==> src/rtl/core/dba_pkg.sv <==
// Shared constants, types and codes of the disk block allocator.
package dba_pkg;

  // Map geometry. Block numbers are 14 bits wide, so at most 2^14 blocks are mapped.
  localparam int NUM_BLOCKS = 16384;
  localparam int ID_W       = 14;
  localparam int ID_SPAN    = 1 << ID_W;
  localparam int MAP_BLOCKS = (NUM_BLOCKS < ID_SPAN) ? NUM_BLOCKS : ID_SPAN;
  localparam int WORD_W     = (MAP_BLOCKS < 64) ? 8 : 64;
  localparam int BIT_W      = $clog2(WORD_W);
  localparam int NUM_WORDS  = (MAP_BLOCKS + WORD_W - 1) / WORD_W;
  localparam int WADDR_W    = (NUM_WORDS > 1) ? $clog2(NUM_WORDS) : 1;
  localparam logic [ID_W-1:0] TOP_BLOCK = ID_W'(MAP_BLOCKS - 1);

  // Freed-block queue.
  localparam int FIFO_DEPTH = 16384;
  localparam int FIFO_AW    = $clog2(FIFO_DEPTH);
  localparam int CNT_W      = FIFO_AW + 1;

  // Configuration port.
  localparam int CFG_IDX_W = 1;
  localparam int CFG_W     = 14;
  localparam logic [CFG_IDX_W-1:0] CFG_FIRST_DATA = 1'b0;
  localparam logic [CFG_IDX_W-1:0] CFG_LAST_DATA  = 1'b1;
  localparam logic [CFG_W-1:0] FIRST_DATA_RESET = 14'd64;
  localparam logic [CFG_W-1:0] LAST_DATA_RESET  = 14'd16383;

  // Request kinds.
  localparam logic KIND_ALLOC = 1'b0;
  localparam logic KIND_FREE  = 1'b1;

  typedef enum logic [3:0] {
    ST_CLEAR,
    ST_IDLE,
    ST_DECODE,
    ST_FREE_RD,
    ST_FREE_CHK,
    ST_FIFO_RD,
    ST_FIFO_DATA,
    ST_FIFO_MARK,
    ST_SCAN_RD,
    ST_SCAN_CHK,
    ST_DONE
  } state_t;

  // Source of the bitmap read address.
  typedef enum logic [1:0] {
    MRD_FIFO,
    MRD_CUR,
    MRD_FIRST,
    MRD_NEXT
  } map_rd_sel_t;

  // Commands from the controller to the datapath.
  typedef struct packed {
    logic        clr_wr;
    logic        take;
    logic        fifo_pop;
    logic        fifo_to_id;
    logic        map_rd;
    map_rd_sel_t map_rd_sel;
    logic        set_cur;
    logic        free_cur;
    logic        scan_hit;
    logic        res_zero;
    logic        out_load;
  } cmd_t;

  // Status from the datapath to the controller.
  typedef struct packed {
    logic clr_last;
    logic is_free;
    logic fifo_empty;
    logic range_empty;
    logic in_range;
    logic bit_set;
    logic found;
    logic at_last;
    logic out_free;
  } sts_t;

endpackage

==> src/rtl/core/dba_ctrl.sv <==
// Controller state machine of the disk block allocator.
module dba_ctrl (
  input  logic          clk,
  input  logic          rst,
  input  logic          in_valid,
  output logic          in_ready,
  input  dba_pkg::sts_t sts,
  output dba_pkg::cmd_t cmd
);
  import dba_pkg::*;

  state_t state;
  state_t state_next;

  // State register.
  always_ff @(posedge clk) begin
    if (rst) begin
      state <= ST_CLEAR;
    end else begin
      state <= state_next;
    end
  end

  // Next state.
  always_comb begin
    state_next = state;
    unique case (state)
      ST_CLEAR: begin
        if (sts.clr_last) state_next = ST_IDLE;
      end
      ST_IDLE: begin
        if (in_valid) state_next = ST_DECODE;
      end
      ST_DECODE: begin
        if (sts.is_free) state_next = ST_FREE_RD;
        else if (sts.fifo_empty) state_next = ST_SCAN_RD;
        else state_next = ST_FIFO_RD;
      end
      ST_FREE_RD: begin
        state_next = sts.in_range ? ST_FREE_CHK : ST_DONE;
      end
      ST_FREE_CHK:  state_next = ST_DONE;
      ST_FIFO_RD:   state_next = ST_FIFO_DATA;
      ST_FIFO_DATA: state_next = ST_FIFO_MARK;
      ST_FIFO_MARK: state_next = ST_DONE;
      ST_SCAN_RD: begin
        state_next = sts.range_empty ? ST_DONE : ST_SCAN_CHK;
      end
      ST_SCAN_CHK: begin
        if (sts.found || sts.at_last) state_next = ST_DONE;
      end
      ST_DONE: begin
        if (sts.out_free) state_next = ST_IDLE;
      end
      default: state_next = ST_CLEAR;
    endcase
  end

  // Outputs.
  always_comb begin
    cmd            = '0;
    cmd.map_rd_sel = MRD_CUR;
    in_ready       = 1'b0;
    unique case (state)
      ST_CLEAR: cmd.clr_wr = 1'b1;
      ST_IDLE: begin
        in_ready = 1'b1;
        cmd.take = in_valid;
      end
      ST_DECODE: ;
      ST_FREE_RD: begin
        if (sts.in_range) begin
          cmd.map_rd     = 1'b1;
          cmd.map_rd_sel = MRD_CUR;
        end else begin
          cmd.res_zero = 1'b1;
        end
      end
      ST_FREE_CHK: begin
        if (sts.bit_set) cmd.free_cur = 1'b1;
        else cmd.res_zero = 1'b1;
      end
      ST_FIFO_RD: cmd.fifo_pop = 1'b1;
      ST_FIFO_DATA: begin
        cmd.fifo_to_id = 1'b1;
        cmd.map_rd     = 1'b1;
        cmd.map_rd_sel = MRD_FIFO;
      end
      ST_FIFO_MARK: cmd.set_cur = 1'b1;
      ST_SCAN_RD: begin
        if (sts.range_empty) begin
          cmd.res_zero = 1'b1;
        end else begin
          cmd.map_rd     = 1'b1;
          cmd.map_rd_sel = MRD_FIRST;
        end
      end
      ST_SCAN_CHK: begin
        if (sts.found) begin
          cmd.scan_hit = 1'b1;
        end else if (sts.at_last) begin
          cmd.res_zero = 1'b1;
        end else begin
          // Fetch the next word; it is examined in the following cycle.
          cmd.map_rd     = 1'b1;
          cmd.map_rd_sel = MRD_NEXT;
        end
      end
      ST_DONE: cmd.out_load = sts.out_free;
      default: ;
    endcase
  end

  // An accepted transaction is decoded in the next cycle.
  assert property (@(posedge clk) disable iff (rst) (in_valid && in_ready) |=> state == ST_DECODE)
    else $error("accepted request not decoded");

  // A result is handed over only when the output slot is free, then the block goes idle.
  assert property (@(posedge clk) disable iff (rst) cmd.out_load |=> state == ST_IDLE)
    else $error("result load did not return to idle");

  // The bitmap is never read while the clearing pass writes it.
  assert property (@(posedge clk) disable iff (rst) !(cmd.clr_wr && cmd.map_rd))
    else $error("bitmap read during clearing pass");
endmodule

==> config.mk <==
export PLATFORM = sky130hd
export DESIGN_NAME = dba_ctrl
export DESIGN_NICKNAME = d
export VERILOG_FILES = /design/src/rtl/core/dba_pkg.sv /design/src/rtl/core/dba_ctrl.sv
export SDC_FILE = /design/constraint.sdc
export NUM_CORES = 1
export LEC_CHECK = 0
export BUFFER_PORTS_ARGS = -buffer_cell sky130_fd_sc_hd__buf_2
export CORE_MARGIN = 5
export CORE_UTILIZATION = 40
export DETAILED_ROUTE_END_ITERATION = 8
export PLACE_DENSITY = 0.76
export SLEW_MARGIN = 20
export SYNTH_ARGS = -nofsm -noshare
export SYNTH_HDL_FRONTEND = slang
export SYNTH_SLANG_ARGS = --single-unit
==> constraint.sdc <==
create_clock -name clk -period 2.18 [get_ports clk]
set_clock_uncertainty 0.2 [all_clocks]
set_input_delay 0.327 -clock clk [delete_from_list [all_inputs] [get_ports clk]]
set_output_delay 0.327 -clock clk [all_outputs]
set_load 0.01 [all_outputs]
# Word-level counts from Yosys, hierarchy flattened
# Cells that the tools add are included.
[word_totals]
word_cells = 50
romBits = 0
inputBits = 12
memories = 0
mem_bits_rw = 0
regBits = 4
latch_bits = 0
output_inout_bits = 13
[classes]
add_sub_neg = 0
n_mux = 31
n_mul = 0
bitwise = 0
eq_ne = 14
n_div = 0
order_cmp = 0
n_shift = 0
n_reduce_logical = 4
[ops]
columns = ["op", "count"]
rows = [
  ["case mux 4 bit (10 select lines)", 1],
  ["2-to-1 mux 4 bit", 7],
  ["== test 4 x 3 -> 1 bit (second input constant)", 4],
  ["2-to-1 mux 1 bit", 16],
  ["== test 4 bit (second input constant)", 3],
  ["2-to-1 mux 3 bit", 4],
  ["case mux 3 bit (4 select lines)", 1],
  ["== test 4 x 2 -> 1 bit (second input constant)", 2],
  ["!= test 2 bit (second input constant)", 4],
  ["== test 4 x 1 -> 1 bit (second input constant)", 1],
  ["logical NOT 4 bit", 1],
  ["case mux 1 bit (4 select lines)", 1],
  ["AND reduction 4 bit", 1],
  ["2-to-1 mux 2 bit", 1],
  ["OR reduction 2 bit", 1],
  ["logical OR 1 bit", 1],
]

# Depth between registers and ports, before layout
[depth]
word_depth = 3
depth_mapped = 5
mapped_depth_nobuf = 4

# Worst setup path before layout
# OpenSTA, ideal clock, no wires.
[synth_timing]
kind = "register to output"
from = "reg state[1]"
to = "out cmd[7] (netlist name)"
t_required_ps = 1653
arrival_ps = 1319
slack_ps = 334
path_stages_with_launch = 6
path_buffers = 1
path_cell_list = "dfxtp_1 -> or2_1 -> buf_6 -> nor4_2 -> or2_1 -> a31o_1"
[synth_rtl]
columns = ["element", "line", "rtl"]
rows = [
  ["from (decl)", "dba_ctrl.sv:12", "state_t state;"],
  ["from (signal assigned)", "dba_ctrl.sv:20", "state <= state_next;"],
  ["to (decl)", "dba_ctrl.sv:8", "output dba_pkg::cmd_t cmd"],
]

==> results.md <==
- Status: finished, final reports clean
- Core footprint: 1270 um2
- Antenna-violating nets left: 0
- Die Y: 46.4 um
- First-pass GRT wire length: 2630 um
- Max-cap violations: 0
- Core Util, Final: 56.4%
- Post-Syn Instances: 78
- Die Width: 46.4 um
- RSZ-0062 raised after global routing: yes
- Initial Utilization: 41.7%
- Share of layout cells above drive strength 1: 36.2%
- Worst-margin pin slew: 0.539 ns
- Area of the multi-input gates: 404 um2
- FF-to-FF path depth: 4
- Synthesized Nets: 90
- Ant. Diodes: 0
- Reg clk slew, reported paths: 0.04 ns
- Hold Path Sink: state[2]
- Largest net degree at the start of global routing: 14
- CTS Buf Count: 3
- Row Count: 13
- Reg-to-Reg End: state[1]
- Clock network latency to the later pin of the worst-skew pair: 0.23 ns
- CTS tree: built
- Max VDD drop: 0.000358 V
- Min Tclk post-route: 2.10 ns
- Crit Path Class: flop to primary output
- Worst Setup Start Kind: flop
- Design Power: 479 uW
- Fillers: 144
- Synth Flop Type: dfxtp_1
- Critical path arrival: 1.57 ns
- Most common cell on crit path: or2_1
- Crit path largest cell delay: 0.33 ns
- Min-delay worst type: input pin to flop
- Non-Filler Instances: 120
- Final Cycle Share: 96.1%
- Synth cell types: 38
- Nets: 119
- CP Capture Type: primary output
- HPWL Detailed: 1250 um
- Setup WS pre-CTS: 0.250 ns
- Top-area cell type share of the netlist area: 15.1%
- Power per standard cell area: 670 nW/um2
- Worst-path fanout max: 8
- Via count: 689
- Initial antenna violation count: 0
- Top cells by area, synth: dfxtp_1 (15%), nor3_1 (8.5%), nand2b_1 (5.9%)
- Dpl cells: 117
- Syn avg cell area: 6.79 um2
- Hold bufs inserted after CTS: 0
- Slew Viols, Final: 0
- Storage cell area: 82.6 um2
- Initial DRC count: 17
- Largest registers: state x4
- Post-synth top area cell: dfxtp_1
- Number of synthesized flops with an enable pin: 0
- Synth warn: 0
- Final Hold Fails: 0
- Clock Sinks: 4
- Static leakage: 0.000322 uW
- Die area: 2150 um2
- Clock root buffer: clkbuf_4
- WHS: 0.131 ns
- FF-to-FF setup slack: 0.35 ns
- FF-to-FF Start: state[1]
- Clock H-tree levels: 1
- Total GRT Usage: 16.7%
- Synth async-reset ratio: 0%
- Worst Slack Setup Final: 0.0849 ns
- Final WL: 1580 um
- Area of the mapped netlist: 529 um2
- Final setup fails: 0
- RD Place Congestion: 0.899
- Setup Fix Bufs, Post-CTS: 0
- Most frequent cell after synthesis: nor3_1
- Seq/Total Area, Yosys: 15.1%
- First-pass DRT Iterations: 4
- Fmax: 477 MHz
- HP Start: rst
- Max_slew headroom: 63.1%
- Worst hold path stage count: 2
- #FFs+latches synth: 4
- CP required: 1.65 ns
- Io pins: 25
- Crit-path cells: or2_1 -> nor4_4 -> or2_1 -> a31o_1 -> buf_2
- Port-buffer cells: 24
- Vias in the first global route: 635
- Clk buf depth: 2
- Mean routed wirelength per cell: 13.2 um
- DRC Markers: 0
- GRT Residual Overflow: 0
- Slowest-stage cell, CP: or2_1
- Post-synth top cells: nor3_1 (9), inv_1 (6), nor2_1 (6), nand2b_1 (5)
- Largest register by flop count: state
- Vias per cell: 5.74
- Area Overhead vs Synth: 35.2%
- Max reg flops: 4
per-layer routing:
layer | routed length (um) | part of all wire (%) | global-route usage, % | up-vias
li1 | - | - | - | 345
met1 | 656 | 41 | 19.7 | 311
met2 | 763 | 48 | 28.8 | 33
met3 | 163 | 10 | 5.08 | 0
met4 | 0 | 0 | 3.98 | 0
met5 | 0 | 0 | 0 | -
report_power, final:
part           internal [uW]  switching (uW)  leakage, uW  total, uW
Clock                   61.3            26.2    0.0000138       87.5
Sequential              89.0            28.3    0.0000334        117
Combinational            129             145     0.000275        274
worst max-delay path, delay by kind of cell (launching register included):
family | cells | cell delay [ns]
AND/OR/NAND/NOR | 3 | 0.83
flip-flops | 1 | 0.30
buffers and inverters | 1 | 0.12
AO/OA/AOI/OAI | 1 | 0.10
worst max-delay path by stage:
stage / start / endpoint / depth (start not counted)
floorplan: state[1] / cmd[7] / 5
global placement: state[0] / cmd[1] / 5
detailed placement: state[0] / cmd[7] / 5
CTS: state[0] / cmd[7] / 5
global route: state[1] / cmd[7] / 5
finish: state[1] / cmd[7] / 5
cells in the final DEF, fill, tap and decap left out, types with 2 or more instances in the layout:
| cell type | netlist | layout |
|---|---|---|
| nand3_1 | 2 | 2 |
| o21ai_0 | 4 | 4 |
| nor2b_1 | 3 | 3 |
| nor2_1 | 6 | 6 |
| o22ai_1 | 3 | 3 |
| dfxtp_2 | 0 | 2 |
| or3_1 | 2 | 2 |
| dfxtp_1 | 4 | 2 |
| buf_4 | 0 | 6 |
| nand2_1 | 2 | 2 |
| inv_1 | 6 | 6 |
| clkbuf_4 | 0 | 3 |
| a21oi_1 | 3 | 3 |
| nand2b_1 | 5 | 5 |
| nor3_1 | 9 | 9 |
| or2_1 | 2 | 2 |
| buf_2 | 1 | 24 |
timing repair:
item	in CTS	in global routing
resized for setup	0	3
endpoints found under the hold margin	0	0
endpoints found under the setup margin	0	3
through the flow:
stage / setup TNS, ns / cell area, um2
3_3_place_gp: 0 / 682
5_1_grt: -0.0336 / 716
6_report: 0 / 716
4_1_cts: 0 / 704
2_1_floorplan: 0 / 529
3_5_place_dp: 0 / 682
cell type report:
class,count,area share [%]
multi-input cells,62,56.5
repair buffers,30,23.1
flip-flops and latches,4,11.5
clock buffers,3,3.15
inverters,6,3.15
well taps,15,2.62
kinds of logic after synthesis:
logic type	share of synthesized area, %
AND/OR/NAND/NOR	44.7
AO/OA/AOI/OAI	30.0
buffers and inverters	10.2
flip-flops	15.1
Note: power is estimated with default switching activity, not from simulation.
